## config.mk

```make
export PLATFORM = sky130hd
export DESIGN_NAME = rbf_fifo
export DESIGN_NICKNAME = d
export VERILOG_FILES = /design/src/rtl/rbf_fifo.sv
export SDC_FILE = /design/constraint.sdc
export NUM_CORES = 1
export LEC_CHECK = 0
export ABC_AREA = 1
export BUFFER_PORTS_ARGS = -buffer_cell sky130_fd_sc_hd__clkbuf_2
export CAP_MARGIN = 20
export CORE_UTILIZATION = 31
export CTS_BUF_LIST = sky130_fd_sc_hd__clkbuf_8
export CTS_CLUSTER_DIAMETER = 60
export DETAILED_ROUTE_END_ITERATION = 12
export GPL_TIMING_DRIVEN = 0
export SYNTH_ARGS = -nofsm -noshare
export SYNTH_HDL_FRONTEND = slang
export SYNTH_SLANG_ARGS = --single-unit
export TNS_END_PERCENT = 10
```

## constraint.sdc

```tcl
create_clock -name clock -period 2.23 [get_ports clock]
set_input_delay 0.223 -clock clock [delete_from_list [all_inputs] [get_ports clock]]
set_output_delay 0.223 -clock clock [all_outputs]
set_load 0.05 [all_outputs]
```

## src/rtl/rbf_fifo.sv

```systemverilog
`default_nettype none

module rbf_fifo #(
   parameter int WIDTH = 8,
   parameter int DEPTH = 4
) (
   input  wire logic                       clock,
   input  wire logic                       reset,
   input  wire logic                       push,
   input  wire logic [WIDTH-1:0]           push_data,
   output logic                            full,
   input  wire logic                       pop,
   output logic      [WIDTH-1:0]           pop_data,
   output logic                            empty,
   output logic      [$clog2(DEPTH+1)-1:0] count
);

   localparam int PW = $clog2(DEPTH);
   localparam int CNT_W = $clog2(DEPTH+1);

   logic [WIDTH-1:0] slot_ff [DEPTH];
   logic [PW-1:0]    wr_ptr_ff;
   logic [PW-1:0]    rd_ptr_ff;
   logic [CNT_W-1:0] count_ff;

   always_ff @(posedge clock) begin
      if (push) begin
         slot_ff[wr_ptr_ff] <= push_data;
      end
   end

   always_ff @(posedge clock) begin
      if (reset) begin
         wr_ptr_ff <= '0;
         rd_ptr_ff <= '0;
         count_ff  <= '0;
      end else begin
         if (push) begin
            wr_ptr_ff <= wr_ptr_ff + PW'(1);
         end
         if (pop) begin
            rd_ptr_ff <= rd_ptr_ff + PW'(1);
         end
         if (push && !pop) begin
            count_ff <= count_ff + CNT_W'(1);
         end else if (pop && !push) begin
            count_ff <= count_ff - CNT_W'(1);
         end
      end
   end

   assign pop_data = slot_ff[rd_ptr_ff];
   assign full     = (count_ff == CNT_W'(DEPTH));
   assign empty    = (count_ff == '0);
   assign count    = count_ff;

endmodule

`default_nettype wire

```

==> Implementation_results.wiki, run 1 <==
{| class="wikitable"
! Metric !! Value
|-
| Top Ports || 25
|-
| Placed Cells incl. Taps || approximately 230
|-
| Synth Area in Compound Gates || 0.108
|-
| Critical Path Source Type || register
|-
| Arrival time worst endpoint || 1600 ps
|-
| Type of destination of the critical path || output pin
|-
| RD Place Congestion || 0.709
|-
| Area share of xor/xnor cells in the synthesized design || 0.00534
|-
| Hold violation count in the final report || 0
|-
| Top-area cell type share of the netlist area || 0.585
|-
| Depth of the worst hold-timing path || 2
|-
| Setup repair after global routing missed its margin || false
|-
| Pleak || slightly below 0.8 nW
|-
| Global route hottest layer || met2
|-
| Total of cells resized after clock tree synthesis || 0
|-
| Worst min-delay path class || primary input to register
|-
| YS warnings || 0
|-
| Adder-cell share of the synthesized area || 0.0503
|-
| Fraction of the yosys area taken by sequential cells || 0.695
|-
| Ratio of final minimum period to clock period || 0.817
|-
| Highest achievable clock rate || ~0.55 GHz
|-
| Number of standard cells in the layout, taps in and fillers out || 235
|-
| Wirelength per Cell || ~13 um
|-
| Clock tree from TritonCTS || built
|-
| Longest Clk Path Bufs || 2
|-
| Grt met3 use || 0.0348
|-
| Antenna fix cells || 0
|-
| Detailed placer's ending HPWL || slightly below 2000 um
|-
| Worst setup path category || register to output pin
|-
| Pin slew with the least headroom to its limit || 404 ps
|-
| Average cell area after synthesis || 12.3 um^2
|-
| Main combinational cell family by area after synthesis || compound AO/OA/AOI/OAI gates
|-
| All-layer global routing usage || 0.118
|-
| Tmin final || 1820 ps
|-
| Mux cell area share after synthesis || 0
|-
| Pins over their slew limit || 0
|-
| Setup Buffers After CTS || 0
|-
| Wire length of the first global-routing pass || between 4000 and 5000 um
|-
| ANT nets after route || 0
|-
| Htree depth || 2
|-
| Maximum number of pins on one net before global-route repair || 13
|-
| Number of setup violations in the final report || 0
|-
| Outcome || completed
|-
| Total die area || 5590 um^2
|-
| Pwr Total || 0.00175 W
|-
| Startpoint of the lowest-slack register-to-register path || wr_ptr_ff[0]$_SDFFE_PP0P_
|-
| PortBufs || 24
|-
| Commonest cells after routing, fill and taps aside || 32 x sky130_fd_sc_hd__edfxtp_1, 24 x sky130_fd_sc_hd__clkbuf_2, 19 x sky130_fd_sc_hd__nor2_1, 17 x sky130_fd_sc_hd__o21ai_0, 16 x sky130_fd_sc_hd__inv_1
|-
| Cts bufs inserted || 5
|-
| Max-slew headroom at the worst pin || 0.730
|-
| Row count || 26
|-
| Layout cells sized above 1 || 0.236
|-
| Worst Hold End || count[0]$_SDFFE_PP0P_
|-
| Total DRC errors in the routed layout || 0
|-
| Initial antenna violation count || 0
|-
| Floorplan die width || about 75 um
|-
| Effective utilization at floorplan || 0.321
|-
| Violation count after the first detailed-route iteration || 61
|-
| CORE AREA || between 5000 and 6000 um^2
|-
| Post-synthesis to final-layout area growth || 19.0%
|-
| Cells taking the most area after synthesis || sky130_fd_sc_hd__edfxtp_1 59%, sky130_fd_sc_hd__dfxtp_1 11%, sky130_fd_sc_hd__o21ai_0 5.2%, sky130_fd_sc_hd__nor2_1 4.3%, sky130_fd_sc_hd__ha_1 3.8%
|-
| Count of different cell masters after synthesis || 19
|-
| Largest area contributor in the synthesized netlist || sky130_fd_sc_hd__edfxtp_1
|-
| Hold_sp || reset
|-
| Peak supply drop || about 360 uV
|-
| Final core utilization || 0.382
|-
| Avg Vias per Cell || between 4 and 5
|-
| Clock-pin slew on the worst setup and hold paths || approximately 70 ps
|-
| Post-layout nets || around 180
|-
| Synthesized flop and latch total || a little over 40
|-
| Clock latency at the later pin of the worst-skew pair || ~280 ps
|-
| Required time of the critical path || around 2000 ps
|-
| Reg2Reg Depth || 4
|-
| Power per Cell Area || between 800 and 900 nW/um^2
|-
| Critical R2R Capture || slot_ff[0][3]$_DFFE_PP_
|-
| Most common cell after layout, fill and taps aside || sky130_fd_sc_hd__edfxtp_1
|-
| Total via count in the routed design || about 1,000
|-
| Cell Area, Synth || ~1600 um^2
|-
| Number of buffers inserted for hold repair after clock tree synthesis || 0
|-
| Max_cap viols || 0
|-
| Total number of clock tree sinks || 41
|-
| Post-synthesis cell count || 134
|-
| Basic-gate share of the synthesized area counting and, or, nand and nor cells || 0.0884
|-
| Pre-antenna DRT Iters || 4
|-
| Overall routed net length || a little under 3000 um
|-
| Global routing usage on met2 || 0.185
|-
| Synth Net Count || 152
|-
| Top fanout value on the critical path || 9
|-
| Die span in y || ~75 um
|-
| GRT Residual Overflow || 0
|-
| Number of global-route vias before repair || slightly below 1,000
|-
| R2R Setup Slk || between 900 and 1000 ps
|-
| Met1 capacity usage during global routing || 0.150
|-
| Cell at the root of the clock tree || sky130_fd_sc_hd__clkbuf_8
|-
| Clock skew || ~5.5 ps
|-
| Sum of negative setup slack || 0 ps
|}
==> where the power goes <==
group | total (W) | internal, W | leakage [nW] | switching (W)
clock | 0.000556 | 0.000325 | 0.0540 | 0.000231
combinational | 0.000304 | 0.0000755 | 0.368 | 0.000229
sequential | 0.000893 | 0.000866 | 0.369 | 0.0000269
==> state kept, by name, summed over array words and instances (netlist names), named ones only <==
register and count:
count 3, rd_ptr_ff 2, slot_ff 32, wr_ptr_ff 2
==> Yosys cell counts (all sizes together) <==
cell type	count
buf	2
inv	17
nor3	2
xor2	1
o21ai	21
nand2	9
o22ai	8
fa	1
nand3	1
nand4	1
dfxtp	9
nor2	22
edfxtp	32
a21oi	3
ha	5
==> per-stage QoR <==
stage                     hold slack, ps  instance area [um^2]  setup WS [ps]
after floorplan                      295                  1640            191
after global placement               398                  1850            694
after detailed placement             399                  1850            726
after CTS                           94.2                  1950            416
after global routing                 102                  1950            291
final                                103                  1950            409
==> logic make-up after synthesis <==
family,count (synthesis)
xor gates and xnor gates,1
and+or+nand+nor,35
buffers and inverters,19
adders and majority gates,6
DFF,41
AOI/OAI and AO/OA,32
==> layer usage <==
| layer | part of all wire | up-vias |
|---|---|---|
| li1 | - | 524 |
| met1 | 0.48 | 461 |
| met2 | 0.46 | 35 |
| met3 | 0.046 | 9 |
| met4 | 0.018 | 0 |
| met5 | 0 | - |
==> worst max-delay path: stages, from the launching register on <==
cell and delay, ps:
sky130_fd_sc_hd__dfxtp_1 400, sky130_fd_sc_hd__inv_1 280, sky130_fd_sc_hd__o21ai_0 160, sky130_fd_sc_hd__o22ai_1 170
sky130_fd_sc_hd__clkbuf_2 310
==> worst max-delay path by stage <==
stage	start	end
after floorplan	count[2]$_SDFFE_PP0P_	full
after global placement	register	pop_data[7]
after detailed placement	register	pop_data[0]
after CTS	register	pop_data[0]
after global routing	register	pop_data[0]
final	register	pop_data[0]
==> final cells by class <==
class / count / area (um^2)
Fill cell: 529 / 3150
Sequential cell: 41 / 1140
Multi-Input combinational cell: 74 / 414
Timing Repair Buffer: 24 / 120
Tap cell: 70 / 87.6
Clock buffer: 5 / 68.8
Inverter: 17 / 63.8
Clock inverter: 2 / 35.0
Buffer: 2 / 22.5
Note: power is estimated with default switching activity, not from simulation.
==> run 2, diff against run 1 <==
clock period = 1.75 ns   (was 2.23 ns; I/O delays follow)
==> run 2 against run 1 <==
Compared with the run above:
- first-iteration DRC count increased by 25%
- global-route usage decreased by 0.52 points
- non-clock buffer count unchanged
- worst hold slack got worse by 47 ps
- worst setup slack got worse by 320 ps
- design area increased by 0.51%
- critical path depth increased by 1
- core utilization increased by 0.20 points
- routed wire length decreased by 1.5%
- critical endpoint unchanged
- largest power group unchanged
- highest routed layer unchanged
==> Implementation_results.wiki, run 2 (same netlist as run 1, synthesis figures left out) <==
{| class="wikitable"
! Metric !! Value
|-
| PortBufs || 24 (unchanged)
|-
| Peak supply drop || 386 uV (+7.6%)
|-
| Final cell area excluding filler cells || 1960 um^2 (+0.51%)
|-
| Worst setup path category || register to output pin
|-
| Ratio of final minimum period to clock period || 0.951
|-
| Cts bufs inserted || 5 (unchanged)
|-
| Hold violation count in the final report || 0 (unchanged)
|-
| Clock tree from TritonCTS || built
|-
| Row count || 26 (unchanged)
|-
| Bufs and invs on worst path || 3 (+1)
|-
| Detailed placer's ending HPWL || 1940 um (-0.52%)
|-
| Highest achievable clock rate || approximately 0.60 GHz
|-
| Initial antenna violation count || 0 (unchanged)
|-
| Pins over their slew limit || 0 (unchanged)
|-
| Floorplan die width || 74.8 um (unchanged)
|-
| RD Place Congestion || 0.658 (-7.2%)
|-
| Worst path slowest cell || sky130_fd_sc_hd__dfxtp_2
|-
| Largest stage delay on the critical path || 370 ps (-30 ps)
|-
| Maximum number of pins on one net before global-route repair || 13 (unchanged)
|-
| Register with the most flip-flops || slot_ff
|-
| Pleak || 0.794 nW (+0.42%)
|-
| Antenna fix cells || 0 (unchanged)
|-
| Number of buffers inserted for hold repair after clock tree synthesis || 0 (unchanged)
|-
| Critical path, cell by cell || inv_2, buf_6, nor2_1, o22ai_1, clkbuf_2
|-
| Pre-antenna DRT Iters || 4 (unchanged)
|-
| Clock-pin slew on the worst setup and hold paths || 70 ps (about the same)
|-
| Sum of negative setup slack || 0 ps (unchanged)
|-
| Htree depth || 2 (unchanged)
|-
| Max-slew headroom at the worst pin || 0.735 (+0.00435)
|-
| CORE AREA || 5110 um^2 (unchanged)
|-
| Setup Buffers After CTS || 0 (unchanged)
|-
| Total die area || 5590 um^2 (unchanged)
|-
| Type of destination of the critical path || output pin
|-
| Worst min-delay path class || primary input to register
|-
| Longest Clk Path Bufs || 2 (unchanged)
|-
| Required time of the critical path || 1570 ps (-440 ps)
|-
| Most common cell after layout, fill and taps aside || sky130_fd_sc_hd__edfxtp_1
|-
| Total via count in the routed design || 1,020 (-0.87%)
|-
| Violation count after the first detailed-route iteration || 76 (+25%)
|-
| Avg Vias per Cell || 4.34 (-0.87%)
|-
| Commonest cells after routing, fill and taps aside || 32 x sky130_fd_sc_hd__edfxtp_1, 22 x sky130_fd_sc_hd__clkbuf_2, 19 x sky130_fd_sc_hd__nor2_1, 17 x sky130_fd_sc_hd__o21ai_0, 15 x sky130_fd_sc_hd__inv_1
|-
| Worst hold slack across all endpoints || 56.3 ps (-46.8 ps)
|-
| Number of setup violations in the final report || 0 (unchanged)
|-
| Wirelength per Cell || 12.3 um (-1.5%)
|-
| Overall routed net length || 2900 um (-1.5%)
|-
| Clock skew || 5.66 ps (+0.190 ps)
|-
| Die span in y || 74.8 um (unchanged)
|-
| Outcome || completed
|-
| Critical Path Source Type || register
|-
| Area post-placement || 1850 um^2 (+0.27%)
|-
| Max_cap viols || 0 (unchanged)
|-
| Effective utilization at floorplan || 0.321 (unchanged)
|-
| Max reg flops || 32 (unchanged)
|-
| Arrival time worst endpoint || 1490 ps (-110 ps)
|-
| GRT Residual Overflow || 0 (unchanged)
|-
| Top Ports || 25 (unchanged)
|-
| Power per Cell Area || 1140 nW/um^2 (+27%)
|-
| Total DRC errors in the routed layout || 0 (unchanged)
|-
| Total number of clock tree sinks || 41 (unchanged)
|-
| Cell at the root of the clock tree || sky130_fd_sc_hd__clkbuf_8
|-
| Post-synthesis to final-layout area growth || 19.6%
|-
| Kind of cell adding the most delay to the critical path || buffers and inverters
|-
| Number of global-route vias before repair || 938 (-5.0%)
|-
| Top fanout value on the critical path || 10 (+1)
|-
| All-layer global routing usage || 0.113 (-0.00525)
|-
| Post-layout nets || 183 (unchanged)
|-
| Wire length of the first global-routing pass || 4340 um (-7.2%)
|-
| Tmin final || between 1500 and 2000 ps
|-
| Pin slew with the least headroom to its limit || 398 ps (-6.53 ps)
|-
| Setup repair after global routing missed its margin || false
|-
| ANT nets after route || 0 (unchanged)
|-
| Layout cells sized above 1 || 0.261 (+0.0242)
|-
| Clock latency at the later pin of the worst-skew pair || 290 ps (about the same)
|}
==> run 2: cell types whose count changed in the layout (fill, tap and decap cells not counted), sizes merged <==
cell | previous run | this run
buf | 2 | 3
clkbuf | 29 | 28
==> run 2: final timing paths <==
kind                              to                      start  slack [ps]  depth (start not counted)
max reg2reg  slot_ff[0][1]$_DFFE_PP_  wr_ptr_ff[0]$_SDFFE_PP0P_         460                          4
min reg2reg                 register  rd_ptr_ff[1]$_SDFFE_PP0P_         440                          1
max                      pop_data[0]                   register          90                          5
min            count[0]$_SDFFE_PP0P_                      reset          60                          2
==> run 2: power by group <==
part           internal, W  leakage [nW]  total, W  switching [W]
Combinational    0.0000988         0.370  0.000390       0.000291
Sequential         0.00110         0.369   0.00114      0.0000351
Clock             0.000414        0.0540  0.000706       0.000292
Total              0.00162         0.794   0.00223       0.000618
==> run 2: metrics by stage <==
step	instances	worst slack [ps]	total power, W	util
floorplan	134	-112	0.00145	-
global placement	228	266	0.00155	0.363
detailed placement	228	263	0.00155	0.363
CTS	235	72.5	0.00226	0.384
global route	235	2.49	0.00233	0.384
finish	235	86.3	0.00223	0.384
==> run 2: cell type report <==
cell class	count	area [um^2]
Clock buffer	5	68.8
Buffer	2	22.5
Fill cell	508	3140
Sequential cell	41	1140
Inverter	17	63.8
Multi-Input combinational cell	74	419
Tap cell	70	87.6
Clock inverter	2	35.0
Timing Repair Buffer	24	123
==> run 2: metal layers <==
layer	track usage	vias to the layer above	wire, um
met5	0	-	0
met4	0.0398	0	41
met3	0.0522	5	157
met2	0.189	26	1390
met1	0.126	463	1310
li1	-	526	-
==> run 2: repair_timing <==
item / 4_1_cts / 5_1_grt
gates cloned: 0 / 0
setup endpoints to repair: 5 / 2
resized for setup: 3 / 2
pin swaps: 0 / 0
