--- src/rtl/rbf_pkg.sv ---
`default_nettype none

package rbf_pkg;

   localparam int KERNEL_SIZE   = 10;
   localparam int MAX_WIDTH     = 2048;
   localparam int CSR_W         = 12;
   localparam int WIDTH_RESET   = 640;
   localparam int CH_N          = 3;
   localparam int PIX_W         = 8;
   localparam int PIX_MAX       = 255;
   localparam int FRONT_Q_DEPTH = 4;
   localparam int OUT_Q_DEPTH   = 8;

   // channel 0 is red, in the lowest bits
   typedef logic [CH_N-1:0][PIX_W-1:0] pixel_type;

   typedef struct packed {
      logic emit;
      logic row_end;
   } tag_type;

   typedef struct packed {
      logic      row_end;
      pixel_type mean;
   } result_type;

endpackage

`default_nettype wire

--- src/rtl/rbf_front.sv ---
`default_nettype none

module rbf_front #(
   parameter int KERNEL_SIZE = rbf_pkg::KERNEL_SIZE,
   parameter int MAX_WIDTH   = rbf_pkg::MAX_WIDTH
) (
   input  wire logic                          clock,
   input  wire logic                          reset,
   input  wire logic                          csr_we,
   input  wire logic [rbf_pkg::CSR_W-1:0]     csr_wdata,
   input  wire logic                          accept,
   input  wire logic                          sof,
   output logic      [$clog2(MAX_WIDTH)-1:0]  col,
   output rbf_pkg::tag_type                   tag
);

   localparam int CW = $clog2(MAX_WIDTH);
   localparam int RW = $clog2(KERNEL_SIZE+1);
   localparam int EW = (CW + 1 > rbf_pkg::CSR_W) ? CW + 1 : rbf_pkg::CSR_W;

   logic [CW-1:0] col_ff;
   logic [RW-1:0] row_ff;
   logic [EW-1:0] width_ff;
   logic [CW-1:0] col_cur;
   logic [RW-1:0] row_cur;
   logic          last;

   function automatic logic [EW-1:0] clamp_width(input logic [rbf_pkg::CSR_W-1:0] v);
      logic [EW-1:0] w;
      w = EW'(v);
      if (w < EW'(KERNEL_SIZE)) w = EW'(KERNEL_SIZE);
      if (w > EW'(MAX_WIDTH)) w = EW'(MAX_WIDTH);
      return w;
   endfunction

   always_comb begin
      col_cur     = sof ? '0 : col_ff;
      row_cur     = sof ? '0 : row_ff;
      last        = (EW'(col_cur) + EW'(1)) >= width_ff;
      tag.emit    = (row_cur >= RW'(KERNEL_SIZE - 1)) &&
                    (EW'(col_cur) >= EW'(KERNEL_SIZE - 1));
      tag.row_end = last;
   end

   assign col = col_cur;

   always_ff @(posedge clock) begin
      if (reset) begin
         col_ff   <= '0;
         row_ff   <= '0;
         width_ff <= clamp_width(rbf_pkg::CSR_W'(rbf_pkg::WIDTH_RESET));
      end else begin
         if (csr_we) begin
            width_ff <= clamp_width(csr_wdata);
         end
         if (accept) begin
            if (last) begin
               col_ff <= '0;
               // row count saturates at the kernel size
               if (row_cur < RW'(KERNEL_SIZE)) begin
                  row_ff <= row_cur + RW'(1);
               end else begin
                  row_ff <= row_cur;
               end
            end else begin
               col_ff <= col_cur + CW'(1);
               row_ff <= row_cur;
            end
         end
      end
   end

   a_row_saturates: assert property (@(posedge clock) disable iff (reset)
      row_ff <= RW'(KERNEL_SIZE))
      else $error("row count above kernel size");

   a_width_clamped: assert property (@(posedge clock) disable iff (reset)
      (width_ff <= EW'(MAX_WIDTH)) && width_ff != '0)
      else $error("effective width out of range");

endmodule

`default_nettype wire

--- config.mk ---
export PLATFORM = sky130hd
export DESIGN_NAME = rbf_front
export DESIGN_NICKNAME = d
export VERILOG_FILES = /design/src/rtl/rbf_pkg.sv /design/src/rtl/rbf_front.sv
export SDC_FILE = /design/constraint.sdc
export NUM_CORES = 1
export LEC_CHECK = 0
export BUFFER_PORTS_ARGS = -buffer_cell sky130_fd_sc_hd__buf_2
export CORE_MARGIN = 3
export CORE_UTILIZATION = 61
export DETAILED_ROUTE_END_ITERATION = 12
export GPL_ROUTABILITY_DRIVEN = 1
export HOLD_SLACK_MARGIN = 0.06
export PLACE_DENSITY = 0.85
export SKIP_CTS_REPAIR_TIMING = 1
export SLEW_MARGIN = 10
export SYNTH_ARGS = -nofsm -noshare
export SYNTH_HDL_FRONTEND = slang
export SYNTH_SLANG_ARGS = --single-unit
--- constraint.sdc ---
create_clock -name clock -period 5.2 [get_ports clock]
set_input_delay 0.52 -clock clock [delete_from_list [all_inputs] [get_ports clock]]
set_output_delay 0.52 -clock clock [all_outputs]
set_load 0.01 [all_outputs]
==> results of run 1 <==
[power by group]
group	leakage (nW)	internal, mW	switching [mW]
clock network	0.0150	0.0300	0.0600
registers	0.220	0.212	0.00295
logic	0.647	0.0197	0.0301
total	0.881	0.262	0.0931
[stage by stage]
stage          hold WS [ns]  power (mW)  utilization (%)  area, sq um  std cells
6_report             0.4209      0.3550            71.30         2017        292
3_5_place_dp         0.4555      0.2689            70.37         1991        288
5_1_grt              0.4310      0.3722            71.30         2017        292
4_1_cts              0.4184      0.3589            71.30         2017        292
2_1_floorplan        0.4407      0.2534                -         1858        240
3_3_place_gp         0.4524      0.2682            70.37         1991        288
[cells in the mapped netlist, types with 7 or more instances]
library cell  number  area (sq um)
nand4_1           11         68.82
o21ai_0            7         35.03
nor2b_1           13         81.33
nand2_1           17         63.81
clkbuf_1           8         30.03
a21oi_1           26         130.1
inv_1             19         71.32
ha_1              17         212.7
nand2b_1          13         81.33
dfxtp_1           27         540.5
nor2_1            18         67.56
[worst max-delay path, stage by stage]
cell and delay, ns:
buf_2 0.23, nor2b_1 0.37, ha_1 0.25, nand3_1 0.17, nor4_1 0.37, xor2_1 0.15
ha_1 0.32, nand4_1 0.11, or3_1 0.40, o31ai_1 0.29, nor2_1 0.15, inv_1 0.07
buf_2 0.12
[final timing paths]
kind / from / end / slack, ns / depth (start not counted)
hold reg to reg: width_ff[1] / width_ff[1] / 0.47 / 2
setup reg to reg: col_ff[0] / row_ff[1] / 1.63 / 11
setup / recovery: sof / tag[0] / 1.17 / 13
hold / removal: csr_wdata[7] / width_ff[7] / 0.42 / 3
[sequential cells by signal, indices dropped and copies added, names as in the netlist]
name / count
col_ff: 11
row_ff: 4
width_ff: 12
[routing by layer]
metal  vias up  routed length [um]  GRT usage (%)
met3         2                 209          5.451
met4         0                  25          4.954
met1       756                1955          31.46
met2        41                1845          37.76
met5         -                   0              0
li1        889                   -              -
[layout make-up]
type                            count  area [sq um]
Tap cell                           31         38.79
Multi-Input combinational cell    182          1195
Fill cell                         252         812.0
Clock buffer                        4         26.28
Inverter                           19         71.32
Timing Repair Buffer               29         145.1
Sequential cell                    27         540.5
[cell families after synthesis]
group	synth area share, %
compound gates	16.50
fa+ha+maj	11.45
flops	29.09
xor+xnor	4.243
mux	1.684
buf+inv	6.599
simple gates	30.44
==> metrics.txt, run 1 <==
outcome finished clean; clock buffers created by TritonCTS 3; final period utilization 77.54%; all-layer global routing usage between 20% and 30%; Final Worst Setup Slack around 1.2 ns; Max Cap Viol 0; asr flop ratio synth 0%; area delta synth->final 8.552%; clock slew at reported path FFs ~0.15 ns; Place WS 1.211 ns; vias in the first global route 1,508; largest net degree at the start of global routing 30; final setup vio count 0; Initial Util about two thirds; io pins 30; layout cell share with drive strength beyond 1 between 10% and 20%; Die W approximately 60 um; final setup TNS 0 ns; ANT nets after route 0; fin nets 296; Via Count around 1,700; ant diodes 0; RSZ-0062 raised after global routing false; Pre-antenna DRT Iters 4; drc violations 0; post-synthesis net count around 270; initial antenna violation count 0; worst vdd ir ~0.24 mV; final-report hold violation count 0; cell area after synthesis between 1500 and 2000 sq um; die area between 3000 and 4000 sq um; routed vias/inst between 5 and 6; most common cell after layout, fill and taps aside buf_2; worst-path maximum fanout 25; Post-synth top flop dfxtp_1; initial drt markers 68; Worst slew margin approximately 64%; Req. time, crit path roughly 4.7 ns; H-tree levels 1; core area approximately 2800 sq um; Cell variety after synth 42; dpl hpwl a little over 3 mm; worst-margin pin slew between 0.5 and 0.6 ns; crit path DAT around 3.5 ns; routability cong. just over 0.9; type of the worst setup path input pin to primary output; hold crit path type input pin to flip-flop; min Tclk post-route between 4 and 5 ns; CTS tree yes; Root Buffer clkbuf_4; Overflow after GRT 0; Die H about 60 um; CP endpoint kind primary output; Max Fclk ~250 MHz; EDFF count, synth 0; final WL ~4 mm; Avg Inst Size Synth ~7.7 sq um; first-pass GRT wire length between 6 and 7 mm; Max Root-Sink Buffers 2; Fin Clk Skew between 0.01 and 0.015 ns; Seq/Total Area, Yosys 29.09%; FP Rows 19; P per Cell Area between 150 and 200 nW/um^2; Yosys reg bits 27; leakage 0.8812 nW; CP Launch Type input pin; Port Buf Inserts 29; clk sink count 27; Clock Latency Late Sink 0.32 ns; fin. max-slew vios 0; drt wl/cell roughly 14 um; Syn Inst Count 240; most frequent cells in the layout 29 x buf_2, 27 x dfxtp_1, 26 x a21oi_1; synth warn 0
No activity file was read; power rests on OpenSTA's default activity.
==> inputs of run 2 (changes only) <==
CORE_UTILIZATION = 51   (was 61)
PLACE_DENSITY = 0.76   (was 0.85)
clock period = 3.2 ns   (was 5.2 ns; I/O delays follow)
==> metrics.txt, run 2 (synthesis results as in run 1) <==
CP endpoint kind primary output; outcome finished clean; final-report hold violation count 0 (unchanged); Root Buffer clkbuf_4; hold_ws 0.2133 ns (-0.2075 ns); clk sink count 27 (unchanged); initial antenna violation count 0 (unchanged); Worst slew margin 64.92% (+0.89 points); Pre-antenna DRT Iters 4 (unchanged); Gate power share 15.1% (+1.1 points); FP Rows 21 (+2); Die W 66.36 um (+8.4%); worst reg2reg setup slack 0.23 ns (-1.40 ns); Place WS -0.05398 ns (-1.265 ns); Clk pwr share 26.0% (+0.6 points); CTS tree yes; worst-margin pin slew 0.5194 ns (-0.02019 ns); Max Root-Sink Buffers 2 (unchanged); all-layer global routing usage 19.92% (-3.3 points); Port Buf Inserts 29 (unchanged); layout cell share with drive strength beyond 1 21.69% (+8.3 points); fin. max-slew vios 0 (unchanged); Fin Clk Skew 0.004930 ns (-0.008684 ns); GRT busiest layer met2; routed vias/inst 5.632 (-2.6%); Filler Cells Inserted 313 (+24%); die area 4404 sq um (+18%); most common cell after layout, fill and taps aside buf_2; P per Cell Area 267.7 nW/um^2 (+52%); Biggest register width_ff; max FFs per register 12 (unchanged); most frequent cells in the layout 28 x buf_2, 26 x a21oi_1, 25 x dfxtp_1; worst-path maximum fanout 4 (-84%); fin nets 307 (+3.7%); final period utilization 99.52%; Max Fclk roughly 310 MHz; io pins 30 (unchanged); Int Power 0.4313 mW (+65%); Net Sw Frac 27.53% (+1.3 points); Initial Util 54.40% (-11 points); met1 Usage GRT 26.70% (-4.8 points); RSZ-0062 raised after global routing true; first-pass GRT wire length 6.858 mm (+3.0%); drc violations 0 (unchanged); Req. time, crit path 2.88 ns (-1.80 ns); Reg power frac 58.9% (-1.7 points); Overflow after GRT 0 (unchanged); met2 GRT Util 33.33% (-4.4 points); hold crit path type input pin to flip-flop; type of the worst setup path flip-flop to primary output; initial drt markers 83 (+22%); area delta synth->final 19.66%; clock buffers created by TritonCTS 3 (unchanged); Via Count 1,791 (+6.1%); routability cong. 0.8442 (-7.3%); Max Cap Viol 0 (unchanged); core area 3416 sq um (+21%); Psw 0.1638 mW (+76%); drt wl/cell 13.60 um (-1.6%); leakage 0.9749 nW (+11%); worst vdd ir 0.2140 mV (-9.0%); CP Launch Type flip-flop; ANT nets after route 0 (unchanged); vias in the first global route 1,533 (+1.7%); final setup TNS 0 ns (unchanged); crit path DAT 2.86 ns (-0.65 ns); Die H 66.36 um (+8.4%); ant diodes 0 (unchanged); grt met3 use 2.041% (-3.4 points); min Tclk post-route 3.184 ns; biggest regs width_ff x12, col_ff x11, row_ff x4; clock slew at reported path FFs 0.15 ns (about the same); final WL 4.325 mm (+7.2%); largest net degree at the start of global routing 30 (unchanged); H-tree levels 1 (unchanged); final setup vio count 0 (unchanged); Final Worst Setup Slack 0.01550 ns (-1.152 ns); Clock Latency Late Sink 0.33 ns (about the same); dpl hpwl 3.197 mm (+3.9%)
run 2: metal layers:
metal	vias to the layer above	wire (um)
met5	-	0
li1	914	-
met1	834	1830
met4	0	57
met3	5	209
met2	38	2228
run 2: area by class of cell:
class | count | area [sq um] | share of cell area, %
Sequential cell | 27 | 543.0 | 24.42
Multi-Input combinational cell | 182 | 1287 | 57.91
Clock buffer | 3 | 22.52 | 1.013
Clock inverter | 1 | 7.507 | 0.3376
Timing Repair Buffer | 40 | 234.0 | 10.52
Inverter | 19 | 71.32 | 3.208
Tap cell | 46 | 57.56 | 2.589
run 2: stage by stage:
stage | instances | power, mW | utilization (%) | instance area [sq um]
2_1_floorplan | 240 | 0.4119 | - | 1861
3_5_place_dp | 310 | 0.4414 | 60.44 | 2064
5_1_grt | 318 | 0.6267 | 65.09 | 2223
4_1_cts | 314 | 0.5942 | 61.32 | 2095
3_3_place_gp | 310 | 0.4400 | 60.44 | 2064
6_report | 318 | 0.5951 | 65.09 | 2223
run 2: final timing paths:
| check | start | to | cells past startpoint |
|---|---|---|---|
| setup / recovery | col_ff[1] | tag[0] | 13 |
| hold / removal | csr_wdata[9] | width_ff[9] | 2 |
| setup reg to reg | col_ff[1] | row_ff[1] | 12 |
| hold reg to reg | width_ff[1] | width_ff[1] | 2 |
run 2: critical path, cell delays in order (launching register included):
cell     delay (ns)
dfxtp_2        0.38
nor2b_4        0.18
ha_4           0.17
nand3_4        0.12
nor3_4         0.17
xnor2_1        0.16
nor2_1         0.09
ha_1           0.27
nand4_1        0.11
or3_4          0.41
o31ai_4        0.24
nor2_2         0.06
inv_1          0.07
buf_6          0.10
run 2: power by group through the flow:
stage / registers (mW) / logic (mW) / clock network, mW
after floorplan: 0.356 / 0.0560 / 0
after detailed placement: 0.357 / 0.0839 / 0
final: 0.351 / 0.0901 / 0.154
after CTS: 0.350 / 0.0843 / 0.160
after global placement: 0.357 / 0.0828 / 0
after global routing: 0.352 / 0.102 / 0.173
==> inputs of run 3 (changes only) <==
ABC_AREA = 1   (was default)
CORE_MARGIN = default   (was 3)
CORE_UTILIZATION = 52   (was 51)
==> metrics.txt, run 3 <==
worst hold path depth 3 (+1); initial antenna violation count 0 (unchanged); Fin Clk Skew 0.002650 ns (-0.002280 ns); RSZ-0062 raised after global routing false; Overflow after GRT 0 (unchanged); Clock Latency Late Sink 0.28 ns (-0.05 ns); Max Fclk 340.2 MHz (+8.3%); crit path DAT 2.62 ns (-0.24 ns); fin nets 377 (+23%); type of the worst setup path input pin to primary output; io pins 30 (unchanged); clock buffers created by TritonCTS 3 (unchanged); core area 3744 sq um (+9.6%); dpl hpwl 3.543 mm (+11%); EDFF count, synth 0 (unchanged); ANT nets after route 0 (unchanged); Filler Cells Inserted 387 (+24%); Cell variety after synth 30 (-29%); count leader, synth nand2_1; final period utilization 91.85% (-7.7 points); P per Cell Area 282.1 nW/um^2 (+5.4%); Initial Util 55.68% (+1.3 points); Via Count 1,942 (+8.4%); Avg Inst Size Synth 6.639 sq um (-14%); CP Launch Type input pin; asr flop ratio synth 0% (unchanged); CP most frequent cell nand2_1; post-layout util 61.46% (-3.6 points); clock slew at reported path FFs 0.10 ns (-0.05 ns); most common cell after layout, fill and taps aside nand2_1; Synth top cells by count 84 x nand2_1, 52 x inv_1, 27 x dfxtp_1, 25 x a21oi_1, 24 x nor2_1; DR top layer met4; leakage 1.178 nW (+21%); ant diodes 0 (unchanged); Post-synth top flop dfxtp_1; area delta synth->final 10.38%; die area 4266 sq um (-3.1%); Die W 65.32 um (-1.6%); final setup TNS 0 ns (unchanged); routed vias/inst 4.979 (-12%); max incr delay on CP 0.31 ns (-0.10 ns); area share of the largest cell type after synthesis 25.93% (-3.2 points); biggest regs width_ff x12, col_ff x11, row_ff x4; Syn Inst Count 314 (+31%); main area contributors after synthesis dfxtp_1 26%, nand2_1 15%, ha_1 10%; DR WL met2 2.059 mm (-7.6%); area of the multi-input gates 1272 sq um (-1.2%); Root Buffer clkbuf_8; Max Cap Viol 0 (unchanged); Seq/Total Area, Yosys 25.93% (-3.2 points); Reg2Reg Depth 16 (+4); outcome finished clean; Yosys reg bits 27 (unchanged); worst vdd ir 0.2035 mV (-4.9%); min Tclk post-route 2.939 ns (-0.2452 ns); slowest stage cell on the critical path nor2_2; Req. time, crit path 2.88 ns (about the same); final setup vio count 0 (unchanged); all-layer global routing usage 23.70% (+3.8 points); crit path cell chain buf_2 -> buf_4 -> nor2_2 -> nand2_2 -> nor2_1 -> nand3_1 -> nand2_1 -> inv_1 -> ha_1 -> nand2_1 -> nor2_1 -> inv_1 -> nor2_1 -> nand2_1 -> nand2_1 -> buf_2; Worst slew margin 67.16% (+2.2 points); final WL 4.535 mm (+4.9%); Reg area 540.5 sq um (-0.46%); drc violations 0 (unchanged); Biggest register width_ff; first-pass GRT wire length 7.831 mm (+14%); max FFs per register 12 (unchanged); Pre-antenna DRT Iters 4 (unchanged); hold crit path type input pin to flip-flop; cell area after synthesis 2084 sq um (+12%); initial drt markers 119 (+43%); layout cell share with drive strength beyond 1 20.18% (-1.5 points); Port Buf Inserts 29 (unchanged); worst-path maximum fanout 11 (+7); most frequent cells in the layout 84 x nand2_1, 52 x inv_1, 29 x buf_2; FP Rows 22 (+4.8%); post-synthesis net count 348 (+27%); largest area contributor in the synthesized netlist dfxtp_1; WL met1 2.215 mm (+21%); worst-margin pin slew 0.4926 ns (-0.02676 ns); fin. max-slew vios 0 (unchanged); Max Root-Sink Buffers 2 (unchanged); Pwr Total 0.6492 mW (+9.1%); CP endpoint kind primary output; drt wl/cell 11.63 um (-15%); CTS tree yes; routability cong. 0.8912 (+5.6%); DR WL met3 155 um (-26%); largest net degree at the start of global routing 23 (-23%); final-report hold violation count 0 (unchanged); vias in the first global route 1,732 (+13%); clk sink count 27 (unchanged); Die H 65.32 um (-1.6%); synth warn 0 (unchanged); H-tree levels 1 (unchanged)
-- run 3: kinds of logic after synthesis --
group	share of synthesized area, %
buffers and inverters	13.03
adders and majority gates	10.20
DFF	25.93
and+or+nand+nor	36.43
AOI/OAI and AO/OA	12.72
xor gates and xnor gates	1.681
-- run 3: critical path, delay by kind of cell --
family / cells / cell delay [ns]
AND/OR/NAND/NOR: 10 / 1.37
buffers and inverters: 5 / 0.61
adder cells (fa/ha/maj): 1 / 0.28
-- run 3: path summary, 6_finish.rpt --
check | startpoint | slack [ns] | endpoint
worst min register to register | width_ff[10] | 0.47 | width_ff[10]
worst max-delay path | sof | 0.26 | tag[0]
worst min-delay path | csr_wdata[6] | 0.29 | width_ff[6]
worst max register to register | col_ff[0] | 0.42 | col_ff[10]
-- run 3: routing by layer --
| layer | vias to the layer above | track usage [%] |
|---|---|---|
| li1 | 1043 | - |
| met1 | 837 | 31.63 |
| met2 | 52 | 38.53 |
| met3 | 10 | 2.604 |
| met4 | 0 | 9.783 |
| met5 | - | 0 |
-- run 3: final cells by class --
cell class	count	area share [%]
Multi-Input combinational cell	220	55.30
Sequential cell	27	23.49
Inverter	61	9.951
Timing Repair Buffer	30	6.634
Tap cell	48	2.610
Clock buffer	3	1.794
Clock inverter	1	0.2175
-- run 3: power by group --
group	leakage, nW	internal (mW)	switching, mW
combinational	0.932	0.0308	0.0622
clock	0.0255	0.0876	0.116
sequential	0.220	0.347	0.00561
total	1.18	0.465	0.184
-- run 3: stage by stage --
step / worst slack, ns / area, sq um / hold slack, ns / cells
6_report: 0.2607 / 2301 / 0.2920 / 390
5_1_grt: 0.01946 / 2301 / 0.3053 / 390
4_1_cts: 0.2443 / 2301 / 0.2908 / 390
3_5_place_dp: 0.1723 / 2255 / 0.4563 / 386
3_3_place_gp: 0.1894 / 2255 / 0.4549 / 386
2_1_floorplan: 0.7172 / 2085 / 0.4453 / 314
